[config.mk]
export PLATFORM = sky130hd
export DESIGN_NAME = keycode_to_hid_keyboard_report_core
export DESIGN_NICKNAME = d
export VERILOG_FILES = /design/src/hw/rtl/kbr_pkg.sv /design/src/hw/rtl/kbr_front.sv /design/src/hw/rtl/kbr_cmd_fifo.sv /design/src/hw/rtl/kbr_back.sv /design/src/hw/rtl/keycode_to_hid_keyboard_report_core.sv
export SDC_FILE = /design/constraint.sdc
export NUM_CORES = 1
export LEC_CHECK = 0
export BUFFER_PORTS_ARGS = -buffer_cell sky130_fd_sc_hd__clkbuf_2
export CORE_ASPECT_RATIO = 0.5
export CORE_MARGIN = 2
export CORE_UTILIZATION = 55
export CTS_CLUSTER_DIAMETER = 40
export DETAILED_ROUTE_END_ITERATION = 12
export GPL_ROUTABILITY_DRIVEN = 1
export PLACE_DENSITY = 0.82
export SETUP_SLACK_MARGIN = 0.1
export SYNTH_ARGS = -nofsm -noshare
export SYNTH_HDL_FRONTEND = slang
export SYNTH_SLANG_ARGS = --single-unit
[constraint.sdc]
create_clock -name clk -period 14.9 [get_ports clk]
set_input_delay 1.49 -clock clk [delete_from_list [all_inputs] [get_ports clk]]
set_output_delay 1.49 -clock clk [all_outputs]
set_load 0.03 [all_outputs]
[src/hw/rtl/kbr_pkg.sv]
// ----------------------------------------------------------------------------
// Keyboard report package
// Shared constants, command and report types and the scan-code ROM of the
// keycode to HID boot-keyboard report core.
// ----------------------------------------------------------------------------
`default_nettype none

package kbr_pkg;

  // Slot geometry
  localparam int KEY_SLOTS = 6;
  localparam int OUT_SLOTS = 6;

  // Field widths
  localparam int USAGE_W    = 8;
  localparam int SCAN_W     = 8;
  localparam int TICK_W     = 20;
  localparam int INTERVAL_W = 16;
  localparam int CFG_DATA_W = 20;
  localparam int CFG_INDEX_W = 1;

  // Register indexes
  localparam logic [CFG_INDEX_W-1:0] CFG_REPORT_INTERVAL = 1'b0;
  localparam logic [CFG_INDEX_W-1:0] CFG_STUCK_TIMEOUT   = 1'b1;

  // Register reset values
  localparam logic [INTERVAL_W-1:0] REPORT_INTERVAL_RST = 16'd1000;
  localparam logic [TICK_W-1:0]     STUCK_TIMEOUT_RST   = 20'd300000;

  // Saturation value of the tick counter
  localparam logic [TICK_W-1:0] TICK_MAX = {TICK_W{1'b1}};

  // Modifier usage range
  localparam logic [USAGE_W-1:0] MOD_FIRST = 8'hE0;
  localparam logic [USAGE_W-1:0] MOD_LAST  = 8'hE7;

  // Input opcodes
  localparam logic OP_KEY  = 1'b0;
  localparam logic OP_TICK = 1'b1;

  // Command queue depth
  localparam int CMD_FIFO_DEPTH = 2;

  typedef enum logic [1:0] {
    CMD_TICK,
    CMD_MOD,
    CMD_PRESS,
    CMD_RELEASE
  } cmd_op_t;

  typedef struct packed {
    cmd_op_t              op;
    logic [USAGE_W-1:0]   usage;
    logic                 down;
    logic                 ready;
  } cmd_t;

  typedef struct packed {
    logic [USAGE_W-1:0]                mods;
    logic [OUT_SLOTS-1:0][USAGE_W-1:0] keys;
  } report_t;

  // Translate a host scan code to a HID usage; zero means unknown
  function automatic logic [USAGE_W-1:0] scan_to_usage(input logic [SCAN_W-1:0] scan);
    logic [USAGE_W-1:0] u;
    case (scan)
      8'd30:  u = 8'h04;
      8'd48:  u = 8'h05;
      8'd46:  u = 8'h06;
      8'd32:  u = 8'h07;
      8'd18:  u = 8'h08;
      8'd33:  u = 8'h09;
      8'd34:  u = 8'h0A;
      8'd35:  u = 8'h0B;
      8'd23:  u = 8'h0C;
      8'd36:  u = 8'h0D;
      8'd37:  u = 8'h0E;
      8'd38:  u = 8'h0F;
      8'd50:  u = 8'h10;
      8'd49:  u = 8'h11;
      8'd24:  u = 8'h12;
      8'd25:  u = 8'h13;
      8'd16:  u = 8'h14;
      8'd19:  u = 8'h15;
      8'd31:  u = 8'h16;
      8'd20:  u = 8'h17;
      8'd22:  u = 8'h18;
      8'd47:  u = 8'h19;
      8'd17:  u = 8'h1A;
      8'd45:  u = 8'h1B;
      8'd21:  u = 8'h1C;
      8'd44:  u = 8'h1D;
      8'd2:   u = 8'h1E;
      8'd3:   u = 8'h1F;
      8'd4:   u = 8'h20;
      8'd5:   u = 8'h21;
      8'd6:   u = 8'h22;
      8'd7:   u = 8'h23;
      8'd8:   u = 8'h24;
      8'd9:   u = 8'h25;
      8'd10:  u = 8'h26;
      8'd11:  u = 8'h27;
      8'd28:  u = 8'h28;
      8'd1:   u = 8'h29;
      8'd14:  u = 8'h2A;
      8'd15:  u = 8'h2B;
      8'd57:  u = 8'h2C;
      8'd59:  u = 8'h3A;
      8'd60:  u = 8'h3B;
      8'd61:  u = 8'h3C;
      8'd62:  u = 8'h3D;
      8'd63:  u = 8'h3E;
      8'd64:  u = 8'h3F;
      8'd65:  u = 8'h40;
      8'd66:  u = 8'h41;
      8'd67:  u = 8'h42;
      8'd68:  u = 8'h43;
      8'd87:  u = 8'h44;
      8'd88:  u = 8'h45;
      8'd106: u = 8'h4F;
      8'd105: u = 8'h50;
      8'd108: u = 8'h51;
      8'd103: u = 8'h52;
      8'd29:  u = 8'hE0;
      8'd42:  u = 8'hE1;
      8'd56:  u = 8'hE2;
      8'd125: u = 8'hE3;
      8'd97:  u = 8'hE4;
      8'd54:  u = 8'hE5;
      8'd100: u = 8'hE6;
      8'd126: u = 8'hE7;
      default: u = '0;
    endcase
    return u;
  endfunction

endpackage

`default_nettype wire

[src/hw/rtl/kbr_front.sv]
// ----------------------------------------------------------------------------
// Keyboard report front end
// Translates scan codes and classifies each input beat into a command for
// the back end. Unknown scan codes are dropped here.
// ----------------------------------------------------------------------------
`default_nettype none

module kbr_front (
  input  wire logic                        in_opcode,
  input  wire logic [kbr_pkg::SCAN_W-1:0]  in_scan_code,
  input  wire logic                        in_key_down,
  input  wire logic                        in_host_ready,
  input  wire logic                        in_beat,
  output kbr_pkg::cmd_t                    cmd,
  output logic                             cmd_push
);

  logic [kbr_pkg::USAGE_W-1:0] usage;

  // Look up the usage
  assign usage = kbr_pkg::scan_to_usage(in_scan_code);

  // Classify the beat
  always_comb begin
    cmd.usage = usage;
    cmd.down  = in_key_down;
    cmd.ready = in_host_ready;
    cmd.op    = kbr_pkg::CMD_TICK;
    cmd_push  = 1'b0;
    if (in_beat) begin
      if (in_opcode == kbr_pkg::OP_TICK) begin
        cmd.op   = kbr_pkg::CMD_TICK;
        cmd_push = 1'b1;
      end else if (usage != '0) begin
        cmd_push = 1'b1;
        if (usage inside {[kbr_pkg::MOD_FIRST:kbr_pkg::MOD_LAST]}) begin
          cmd.op = kbr_pkg::CMD_MOD;
        end else if (in_key_down) begin
          cmd.op = kbr_pkg::CMD_PRESS;
        end else begin
          cmd.op = kbr_pkg::CMD_RELEASE;
        end
      end
    end
  end

endmodule

`default_nettype wire

[src/hw/rtl/kbr_cmd_fifo.sv]
// ----------------------------------------------------------------------------
// Keyboard report command queue
// Short register queue between the front end and the back end.
// ----------------------------------------------------------------------------
`default_nettype none

module kbr_cmd_fifo (
  input  wire logic          clk,
  input  wire logic          rst_n,
  input  wire logic          push,
  input  wire kbr_pkg::cmd_t push_data,
  output logic               full,
  input  wire logic          pop,
  output kbr_pkg::cmd_t      pop_data,
  output logic               valid
);

  localparam int DEPTH = kbr_pkg::CMD_FIFO_DEPTH;
  localparam int PTR_W = (DEPTH > 1) ? $clog2(DEPTH) : 1;
  localparam int CNT_W = $clog2(DEPTH + 1);

  kbr_pkg::cmd_t    mem_r [DEPTH];
  logic [PTR_W-1:0] wr_ptr_r, wr_ptr_nxt;
  logic [PTR_W-1:0] rd_ptr_r, rd_ptr_nxt;
  logic [CNT_W-1:0] count_r, count_nxt;
  logic             do_push, do_pop;

  assign full     = (count_r == CNT_W'(DEPTH));
  assign valid    = (count_r != '0);
  assign do_push  = push && !full;
  assign do_pop   = pop && valid;
  assign pop_data = mem_r[rd_ptr_r];

  // Advance pointers and fill count
  always_comb begin
    wr_ptr_nxt = wr_ptr_r;
    rd_ptr_nxt = rd_ptr_r;
    count_nxt  = count_r;
    if (do_push) begin
      wr_ptr_nxt = (wr_ptr_r == PTR_W'(DEPTH - 1)) ? '0 : wr_ptr_r + 1'b1;
    end
    if (do_pop) begin
      rd_ptr_nxt = (rd_ptr_r == PTR_W'(DEPTH - 1)) ? '0 : rd_ptr_r + 1'b1;
    end
    if (do_push && !do_pop) begin
      count_nxt = count_r + 1'b1;
    end else if (do_pop && !do_push) begin
      count_nxt = count_r - 1'b1;
    end
  end

  always_ff @(posedge clk) begin
    if (!rst_n) begin
      wr_ptr_r <= '0;
      rd_ptr_r <= '0;
      count_r  <= '0;
    end else begin
      wr_ptr_r <= wr_ptr_nxt;
      rd_ptr_r <= rd_ptr_nxt;
      count_r  <= count_nxt;
    end
  end

  // Store the pushed beat
  always_ff @(posedge clk) begin
    if (do_push) begin
      mem_r[wr_ptr_r] <= push_data;
    end
  end

endmodule

`default_nettype wire

[src/hw/rtl/kbr_back.sv]
// ----------------------------------------------------------------------------
// Keyboard report back end
// Holds key and modifier state, tick count and config; runs one command
// per cycle while the report slot is free or popped; registers reports.
// ----------------------------------------------------------------------------
`default_nettype none

module kbr_back #(
  parameter int KEY_SLOTS = kbr_pkg::KEY_SLOTS
) (
  input  wire logic                              clk,
  input  wire logic                              rst_n,
  input  wire logic                              cfg_we,
  input  wire logic [kbr_pkg::CFG_INDEX_W-1:0]   cfg_index,
  input  wire logic [kbr_pkg::CFG_DATA_W-1:0]    cfg_data,
  input  wire logic                              cmd_valid,
  input  wire kbr_pkg::cmd_t                     cmd,
  output logic                                   cmd_pop,
  input  wire logic                              out_pop,
  output logic                                   out_empty,
  output kbr_pkg::report_t                       report
);

  localparam int UW = kbr_pkg::USAGE_W;
  localparam int TW = kbr_pkg::TICK_W;
  localparam int IW = kbr_pkg::INTERVAL_W;

  logic [IW-1:0] interval_r;
  logic [TW-1:0] timeout_r;

  logic [UW-1:0] held_r [KEY_SLOTS];
  logic [UW-1:0] held_nxt [KEY_SLOTS];
  logic [UW-1:0] sent_r [KEY_SLOTS];
  logic [UW-1:0] sent_nxt [KEY_SLOTS];
  logic [UW-1:0] held_mod_r, held_mod_nxt;
  logic [UW-1:0] sent_mod_r, sent_mod_nxt;
  logic [TW-1:0] ticks_r, ticks_nxt;

  logic             out_valid_r, out_valid_nxt;
  kbr_pkg::report_t report_r, report_nxt;

  logic          run;
  logic [TW-1:0] ticks_inc;
  logic          busy, hit, passed, differ, can_send;
  logic [UW-1:0] mod_bit;

  // Take a command when the report slot is free or drains this cycle
  assign run       = cmd_valid && (!out_valid_r || out_pop);
  assign cmd_pop   = run;
  assign out_empty = !out_valid_r;
  assign report    = report_r;

  assign ticks_inc = (ticks_r != kbr_pkg::TICK_MAX) ? ticks_r + 1'b1 : ticks_r;
  assign mod_bit   = UW'(1) << cmd.usage[2:0];
  assign can_send  = cmd.ready && (ticks_r >= {{(TW - IW){1'b0}}, interval_r});

  // Apply the command to the held state
  always_comb begin
    hit    = 1'b0;
    passed = 1'b0;
    busy   = (held_mod_r != '0) || (sent_mod_r != '0);
    for (int i = 0; i < KEY_SLOTS; i++) begin
      held_nxt[i] = held_r[i];
      if (held_r[i] == cmd.usage) begin
        hit = 1'b1;
      end
      if ((held_r[i] != '0) || (sent_r[i] != '0)) begin
        busy = 1'b1;
      end
    end
    held_mod_nxt = held_mod_r;
    case (cmd.op)
      kbr_pkg::CMD_MOD: begin
        held_mod_nxt = cmd.down ? (held_mod_r | mod_bit) : (held_mod_r & ~mod_bit);
      end
      kbr_pkg::CMD_PRESS: begin
        // Fill the first empty slot; held slots are always packed
        for (int i = 0; i < KEY_SLOTS; i++) begin
          if (!hit && (held_r[i] == '0) &&
              ((i == 0) || (held_r[(i == 0) ? 0 : i - 1] != '0))) begin
            held_nxt[i] = cmd.usage;
          end
        end
      end
      kbr_pkg::CMD_RELEASE: begin
        // Drop the matching slot and shift the rest down
        for (int i = 0; i < KEY_SLOTS; i++) begin
          if (held_r[i] == cmd.usage) begin
            passed = 1'b1;
          end
          if (passed) begin
            held_nxt[i] = (i < KEY_SLOTS - 1) ? held_r[(i < KEY_SLOTS - 1) ? i + 1 : i] : '0;
          end
        end
      end
      default: begin
      end
    endcase
  end

  // Compare the new held state with the last report
  always_comb begin
    differ = (held_mod_nxt != sent_mod_r);
    for (int i = 0; i < KEY_SLOTS; i++) begin
      if (held_nxt[i] != sent_r[i]) begin
        differ = 1'b1;
      end
    end
  end

  // Decide tick count, sent state and report
  always_comb begin
    ticks_nxt      = ticks_r;
    sent_mod_nxt   = sent_mod_r;
    out_valid_nxt  = out_valid_r && !out_pop;
    report_nxt     = report_r;
    for (int i = 0; i < KEY_SLOTS; i++) begin
      sent_nxt[i] = sent_r[i];
    end
    if (run) begin
      if (cmd.op == kbr_pkg::CMD_TICK) begin
        ticks_nxt = ticks_inc;
        if ((ticks_inc > timeout_r) && busy) begin
          ticks_nxt     = '0;
          sent_mod_nxt  = '0;
          out_valid_nxt = 1'b1;
          report_nxt    = '0;
          for (int i = 0; i < KEY_SLOTS; i++) begin
            sent_nxt[i] = '0;
          end
        end
      end else if (can_send) begin
        ticks_nxt = '0;
        if (differ) begin
          sent_mod_nxt    = held_mod_nxt;
          out_valid_nxt   = 1'b1;
          report_nxt.mods = held_mod_nxt;
          for (int i = 0; i < KEY_SLOTS; i++) begin
            sent_nxt[i] = held_nxt[i];
          end
          for (int i = 0; i < kbr_pkg::OUT_SLOTS; i++) begin
            report_nxt.keys[i] = (i < KEY_SLOTS) ? held_nxt[(i < KEY_SLOTS) ? i : 0] : '0;
          end
        end
      end
    end
  end

  // Hold configuration, state and the report slot
  always_ff @(posedge clk) begin
    if (!rst_n) begin
      interval_r  <= kbr_pkg::REPORT_INTERVAL_RST;
      timeout_r   <= kbr_pkg::STUCK_TIMEOUT_RST;
      held_mod_r  <= '0;
      sent_mod_r  <= '0;
      ticks_r     <= '0;
      out_valid_r <= 1'b0;
      for (int i = 0; i < KEY_SLOTS; i++) begin
        held_r[i] <= '0;
        sent_r[i] <= '0;
      end
    end else begin
      if (cfg_we && (cfg_index == kbr_pkg::CFG_REPORT_INTERVAL)) begin
        interval_r <= cfg_data[IW-1:0];
      end
      if (cfg_we && (cfg_index == kbr_pkg::CFG_STUCK_TIMEOUT)) begin
        timeout_r <= cfg_data[TW-1:0];
      end
      ticks_r     <= ticks_nxt;
      sent_mod_r  <= sent_mod_nxt;
      out_valid_r <= out_valid_nxt;
      for (int i = 0; i < KEY_SLOTS; i++) begin
        sent_r[i] <= sent_nxt[i];
      end
      if (run) begin
        if ((cmd.op == kbr_pkg::CMD_TICK) && (ticks_inc > timeout_r) && busy) begin
          held_mod_r <= '0;
          for (int i = 0; i < KEY_SLOTS; i++) begin
            held_r[i] <= '0;
          end
        end else if (cmd.op != kbr_pkg::CMD_TICK) begin
          held_mod_r <= held_mod_nxt;
          for (int i = 0; i < KEY_SLOTS; i++) begin
            held_r[i] <= held_nxt[i];
          end
        end
      end
    end
  end

  // Report payload
  always_ff @(posedge clk) begin
    report_r <= report_nxt;
  end

endmodule

`default_nettype wire

[src/hw/rtl/keycode_to_hid_keyboard_report_core.sv]
// ----------------------------------------------------------------------------
// Keycode to HID keyboard report core
// Builds 6KRO boot-keyboard reports from scan-code key events and ticks.
// ----------------------------------------------------------------------------
// Path: a beat is written into the command queue, and the back end then
// registers the report that it yields before it shows on the out_ ports.
// Throughput: one beat per cycle while in_full is low; the back end runs one command per cycle
// and stalls only while its single report register is full and not popped.
// A two-entry command queue separates translation from state update.
// Reset (rst_n low, synchronous) clears keys, tick count and queues and
// loads report_interval = 1000, stuck_timeout = 300000.
`default_nettype none

module keycode_to_hid_keyboard_report_core #(
  parameter int KEY_SLOTS = kbr_pkg::KEY_SLOTS
) (
  input  wire logic                             clk,
  input  wire logic                             rst_n,
  input  wire logic                             cfg_we,
  input  wire logic [kbr_pkg::CFG_INDEX_W-1:0]  cfg_index,
  input  wire logic [kbr_pkg::CFG_DATA_W-1:0]   cfg_data,
  input  wire logic                             in_push,
  output logic                                  in_full,
  input  wire logic                             in_opcode,
  input  wire logic [kbr_pkg::SCAN_W-1:0]       in_scan_code,
  input  wire logic                             in_key_down,
  input  wire logic                             in_host_ready,
  output logic                                  out_empty,
  input  wire logic                             out_pop,
  output logic [kbr_pkg::USAGE_W-1:0]           out_modifier_bits,
  output logic [kbr_pkg::USAGE_W-1:0]           out_key_slot0,
  output logic [kbr_pkg::USAGE_W-1:0]           out_key_slot1,
  output logic [kbr_pkg::USAGE_W-1:0]           out_key_slot2,
  output logic [kbr_pkg::USAGE_W-1:0]           out_key_slot3,
  output logic [kbr_pkg::USAGE_W-1:0]           out_key_slot4,
  output logic [kbr_pkg::USAGE_W-1:0]           out_key_slot5
);

  kbr_pkg::cmd_t    front_cmd, back_cmd;
  logic             front_push, cmd_valid, cmd_pop;
  kbr_pkg::report_t report;

  // Classify input beats
  kbr_front u_front (
    .in_opcode     (in_opcode),
    .in_scan_code  (in_scan_code),
    .in_key_down   (in_key_down),
    .in_host_ready (in_host_ready),
    .in_beat       (in_push && !in_full),
    .cmd           (front_cmd),
    .cmd_push      (front_push)
  );

  // Queue commands
  kbr_cmd_fifo u_cmd_fifo (
    .clk       (clk),
    .rst_n     (rst_n),
    .push      (front_push),
    .push_data (front_cmd),
    .full      (in_full),
    .pop       (cmd_pop),
    .pop_data  (back_cmd),
    .valid     (cmd_valid)
  );

  // Execute commands
  kbr_back #(
    .KEY_SLOTS (KEY_SLOTS)
  ) u_back (
    .clk       (clk),
    .rst_n     (rst_n),
    .cfg_we    (cfg_we),
    .cfg_index (cfg_index),
    .cfg_data  (cfg_data),
    .cmd_valid (cmd_valid),
    .cmd       (back_cmd),
    .cmd_pop   (cmd_pop),
    .out_pop   (out_pop),
    .out_empty (out_empty),
    .report    (report)
  );

  // Unpack the report
  assign out_modifier_bits = report.mods;
  assign out_key_slot0     = report.keys[0];
  assign out_key_slot1     = report.keys[1];
  assign out_key_slot2     = report.keys[2];
  assign out_key_slot3     = report.keys[3];
  assign out_key_slot4     = report.keys[4];
  assign out_key_slot5     = report.keys[5];

endmodule

`default_nettype wire
Word level (Yosys, flattened, before mapping)
Memories as Yosys holds them, arrays and structs flattened. A register that Yosys moved wholly into a read port is not among the register bits.
Cells that the tools add are included.
{"block": "totals", "ff_bits": 133, "ramBits": 120, "rom_bits": 1024, "inputBits": 37, "output_inout_bits": 58, "elab_cells": 255, "mem_count": 4}
{"name": "(name not given)", "words": 128, "word_bits": 8, "read_ports": 1, "rd_clocked_by_memory_dff": 0, "write_ports": 0, "line": "kbr_pkg.sv:66", "source": "case (scan)"}
{"name": "u_back.held_r", "words": 6, "word_bits": 8, "read_ports": 6, "rd_clocked_by_memory_dff": 0, "write_ports": 6, "line": "kbr_back.sv:31", "source": "logic [UW-1:0] held_r [KEY_SLOTS];"}
{"name": "u_back.sent_r", "words": 6, "word_bits": 8, "read_ports": 6, "rd_clocked_by_memory_dff": 0, "write_ports": 6, "line": "kbr_back.sv:33", "source": "logic [UW-1:0] sent_r [KEY_SLOTS];"}
{"name": "u_cmd_fifo.mem_r", "words": 2, "word_bits": 12, "read_ports": 1, "rd_clocked_by_memory_dff": 1, "write_ports": 1, "line": "kbr_cmd_fifo.sv:22", "source": "kbr_pkg::cmd_t mem_r [DEPTH];"}
{"block": "classes", "n_addsub": 5, "n_lt_le_gt_ge": 4, "eq_ne": 19, "n_shift": 1, "muxes": 114, "bitwise_logic": 22, "reduce_logical": 70}
{"cell": "8-bit 2-to-1 mux", "count": 39}
{"cell": "48-bit 2-to-1 mux", "count": 5}
{"cell": "56-bit 2-to-1 mux", "count": 4}
{"cell": "8-bit nonzero test", "count": 15}
{"cell": "48-bit case mux with 2 select lines", "count": 1}
{"cell": "20-bit 2-to-1 mux", "count": 4}
{"cell": "8-bit != test", "count": 7}
{"cell": "1-bit 2-to-1 mux", "count": 55}
{"cell": "8-bit == test", "count": 6}
{"cell": "8-bit logical NOT", "count": 6}
{"cell": "1-bit logical AND", "count": 25}
{"cell": "20-bit by 1-bit adder with 20-bit output, second input constant", "count": 1}
{"cell": "20-bit by 16-bit >= comparator with 1-bit output", "count": 1}
{"cell": "20-bit greater-than comparator", "count": 1}
{"cell": "20-bit != test, second input constant", "count": 1}
{"cell": "1-bit OR", "count": 18}
{"cell": "2-bit 2-to-1 mux", "count": 6}
{"cell": "2-bit nonzero test", "count": 6}
{"cell": "8-bit bitwise AND", "count": 1}
{"cell": "8-bit >= comparator, second input constant", "count": 1}
{"cell": "8-bit less-or-equal comparator, second input constant", "count": 1}
{"cell": "1-bit logical OR", "count": 8}
{"cell": "8-bit inverter", "count": 1}
{"cell": "8-bit OR", "count": 1}
{"cell": "other kinds (12)", "count": 21}

Longest topological paths before layout
An unclocked memory read counts as a cell.
{"block": "logic_depth", "word_depth": 28, "mapped_depth": 27, "depth_no_buf": 23}

By module
A second synthesis with hierarchy kept.
{"block": "unflattened", "cells_unflattened": 1730, "area_unflattened_um2": 15401.0}
{"mod": "kbr_back", "instances": 1, "cells_each": 1478, "area_each_um2": 12966.2, "seq_area_each_um2": 5545.3}
{"mod": "kbr_front", "instances": 1, "cells_each": 189, "area_each_um2": 1323.8, "seq_area_each_um2": 0.0}
{"mod": "kbr_cmd_fifo", "instances": 1, "cells_each": 62, "area_each_um2": 1097.3, "seq_area_each_um2": 820.8}
{"mod": "keycode_to_hid_keyboard_report_core", "instances": 1, "cells_each": 1, "area_each_um2": 13.8, "seq_area_each_um2": 0.0}

Worst setup path after synthesis
No wires, ideal clock.
{"block": "synth_path", "kind": "register -> register", "from": "reg u_back.ticks_r[3]", "to": "mem u_back.held_r[0][0] in the netlist's numbering (enable)", "t_arrival_ns": 5.278, "required_time_ns": 14.460, "setup_slack_ns": 9.182, "stages_incl_launch_ff": 26, "synth_period_minus_slack_ns": 5.718, "path_cell_list": "dfxtp_1 > clkbuf_1 > and4_1 > and3_1 > and3_1 > nand4_1 > nor2_1 > nand2_1 > or3_1 > clkbuf_1 > and4_1 > nand3_1 > xnor2_1 > ha_1 > a21o_1 > a21o_1 > a21o_1 > a21o_1 > a21o_1 > a211oi_1 > o221ai_1 > a21o_1 > and2_1 > clkbuf_1 > nor2_1 > inv_1"}
{"element": "from (decl)", "line": "kbr_back.sv:37", "source": "logic [TW-1:0] ticks_r, ticks_nxt;"}
{"element": "from (signal assigned)", "line": "kbr_back.sv:169", "source": "ticks_r <= ticks_nxt;"}
{"element": "to (decl)", "line": "kbr_back.sv:31"}

==> results.py <==
metrics = {
    "outcome": {
        "status": "finished clean",
    },
    "die": {
        "start_util_pct": 55.60,
        "coreArea_um2": 28850,
        "die_y_um": 124.8,
        "io_pins": 95,
        "num_rows": 44,
        "die_area_um2": 30630,
        "fp.dieW_um": 245.5,
    },
    "clock_tree": {
        "cts_resized": 0,
        "cts_root_buf": "clkbuf_16",
        "numClockSinks": 254,
        "cts_tree": "yes",
        "clock_latency_ns": 0.57,
        "postCtsSetupRepairBufs": 0,
        "clkTransAtPathRegs_ns": 0.07,
        "htreeDepth": 1,
        "cts_inserted_buffers": 26,
        "clockBufferDepth": 3,
        "hold_buffers": 0,
    },
    "synthesis": {
        "avgSynthCellArea_um2": 8.833,
        "syn_nets": 1897,
        "synth_top_family_by_area": "simple AND/OR/NAND/NOR gates",
        "ys_ff_latch": 254,
        "yosysSeqAreaShare_pct": 39.69,
        "synth_simple_gate_area_share_pct": 23.68,
        "synth_top_cell_area_share_pct": 23.96,
        "synthXorXnorAreaFrac_pct": 4.477,
        "synth.distinct_cells": 98,
        "synth-compound-area-share_pct": 17.78,
        "synth_cells": 1816,
        "synth_top_cell_by_area": "edfxtp_1",
        "synth_ff_type": "edfxtp_1",
        "synthAdderAreaFrac_pct": 3.432,
        "ys_top_cells_by_area": "edfxtp_1 24%, dfxtp_1 16%, nand2_1 5.8%",
        "syn_area_um2": 16040,
        "synth_edf_count": 128,
        "synth-async-reset-ratio_pct": 0,
        "synthMuxAreaShare_pct": 5.367,
        "yosys_warnings": 0,
    },
    "power": {
        "pwr-share-comb_pct": 39.5,
        "total_power_w": 0.002782,
        "internal_power_w": 0.001602,
        "clock_power_share_pct": 24.3,
        "p_sw_share_pct": 42.41,
        "p_leak_nw": 6.779,
        "power_switching_w": 0.001180,
        "peakVddDrop_uv": 92.85,
        "seqPwrFrac_pct": 36.3,
        "p_per_area_nw_per_um2": 158.3,
    },
    "cells_and_area": {
        "multiInputGateArea_um2": 8818,
        "syn_to_final_growth_pct": 9.587,
        "nNetsFinal": 1936,
        "drive_gt1_share_pct": 12.96,
        "fin_cells": 2266,
        "ff_latch_area_um2": 6367,
        "n_antenna_cell": 0,
        "fillers": 2522,
    },
    "timing": {
        "hold_violations": 0,
        "tns_ns": 0,
        "finalCritPeriodShare_pct": 45.67,
        "finalSetupViolCount": 0,
        "worst_slew_pin_slew_ns": 1.373,
        "finalCriticalPeriod_ns": 6.805,
        "finalMaxSlewViolations": 0,
        "relSlewSlack_pct": 8.275,
        "hold_slack_ns": 0.4553,
        "clock-skew-final_ns": 0.01713,
        "fmax_mhz": 147.0,
        "rsz0062_at_grt": "no",
    },
    "route": {
        "drt_first_iter_violations": 1975,
        "drt_wl_total_um": 52250,
        "wl_per_cell_um": 23.06,
        "firstDrtPassIters": 6,
        "viasPerCell": 6.536,
        "vias": 14810,
        "ant_nets": 0,
        "drc": 0,
    },
    "setup_path": {
        "cp_max_fo": 89,
        "critPathKind": "flop to flop",
        "worst_setup_path_end_kind": "flop",
        "cp-start-kind": "flop",
        "reg2reg_slack_ns": 8.10,
        "worstPathArrival_ns": 7.27,
        "required_ns": 15.37,
    },
    "global_routing": {
        "grt_pass1_wl_um": 80920,
        "antenna_found_initial": 0,
        "grt_max_degree": 90,
        "grt_pass1_vias": 13820,
        "grt_util_all_layers_pct": 33.84,
        "gr-total-overflow": 0,
    },
    "placed_design": {
        "place.gp.congestion": 1.036,
        "place_inst": 2218,
        "hpwl_um": 36710,
        "portBuffers": 94,
    },
    "job": {
        "drv_cap": 0,
    },
    "worst_hold_path": {
        "hold_class": "flop to flop",
    },
}
[flip-flops by register name (all words and copies together), names as in the netlist, 2 cells and up, named ones only]
register / flops
u_back.report: 56
u_back.held_r: 48
u_back.sent_r: 48
u_cmd_fifo.mem_r: 24
u_back.ticks_r: 20
u_back.timeout_r: 20
u_back.interval_r: 16
u_back.held_mod_r: 8
u_back.sent_mod_r: 8
u_cmd_fifo.count_r: 2
[metal layers]
metal	routed length [µm]	GRT usage (%)	part of all wire [%]
met1	21770	47.00	42
met2	22400	50.56	43
met3	6174	9.804	12
met4	1905	11.05	3.6
met5	0	0	0
[synthesized netlist by cell type, types with 39 or more instances]
master,n
nand3_1,39
o21ai_0,73
nand2_1,246
a21oi_1,108
dfxtp_1,126
inv_1,108
edfxtp_1,128
clkbuf_1,69
mux2i_1,52
nor2_1,127
xnor2_1,62
nor3_1,42
ha_1,44
nor4_1,48
[final timing paths]
kind | from | endpoint | cells past startpoint
worst max-delay path | flop | u_back.sent_r[0][24] | 13
worst max register to register | flop | u_back.sent_r[0][24] | 13
worst min register to register | u_back.timeout_r[1] | u_back.timeout_r[1] | 2
worst min-delay path | u_back.timeout_r[1] | u_back.timeout_r[1] | 2
[kinds of logic after synthesis]
family,after synthesis
xor gates and xnor gates,82
AOI/OAI and AO/OA,420
DFF,254
adders and majority gates,44
muxes,73
and+or+nand+nor,733
buffers and inverters,210
[worst max-delay path: stages (launching register included)]
cell and delay [ns]:
dfxtp_2 0.91, mux2i_4 0.68, xnor2_1 0.19, nor2_1 0.08, nand4_1 0.46, nand2_1 0.73
o41ai_1 0.94, xnor2_1 0.19, o21ai_0 0.30, or4b_1 0.70, nor4_1 0.51, a21oi_4 0.10
buf_4 0.46, o32ai_1 0.39
[layout by cell type (no fill, tap or decap), types with 42 or more instances in the layout]
master and count:
a21oi_1 107, clkbuf_2 94, dfxtp_1 125, edfxtp_1 128, ha_1 44, inv_1 108
mux2i_1 52, nand2_1 246, nor2_1 126, nor3_1 42, nor4_1 48, o21ai_0 72
xnor2_1 62
[cell type report]
| type | count | share of cell area, % |
|---|---|---|
| clock buffer | 35 | 4.064 |
| clock inverter | 13 | 0.9894 |
| inverter | 109 | 2.328 |
| multi-input combinational | 1352 | 50.17 |
| sequential | 254 | 36.22 |
| tap | 391 | 2.783 |
| timing repair buffer | 112 | 3.445 |
[stage by stage]
stage / area, µm² / util, % / setup WS [ns]
final: 17580 / 60.93 / 8.095
after global routing: 17580 / 60.93 / 7.825
after CTS: 17580 / 60.93 / 8.358
after detailed placement: 16690 / 57.85 / 8.359
after global placement: 16690 / 57.85 / 8.526
after floorplan: 16040 / - / 9.182
[power by group through the flow]
stage / combinational [W] / clock (W) / sequential (W)
after global routing: 0.00116 / 0.000713 / 0.00101
after detailed placement: 0.00106 / 0 / 0.00101
final: 0.00110 / 0.000675 / 0.00101
after CTS: 0.00106 / 0.000680 / 0.000999
after floorplan: 0.000740 / 0 / 0.000996
after global placement: 0.00105 / 0 / 0.00101
Note: power is estimated with default switching activity, not from simulation.
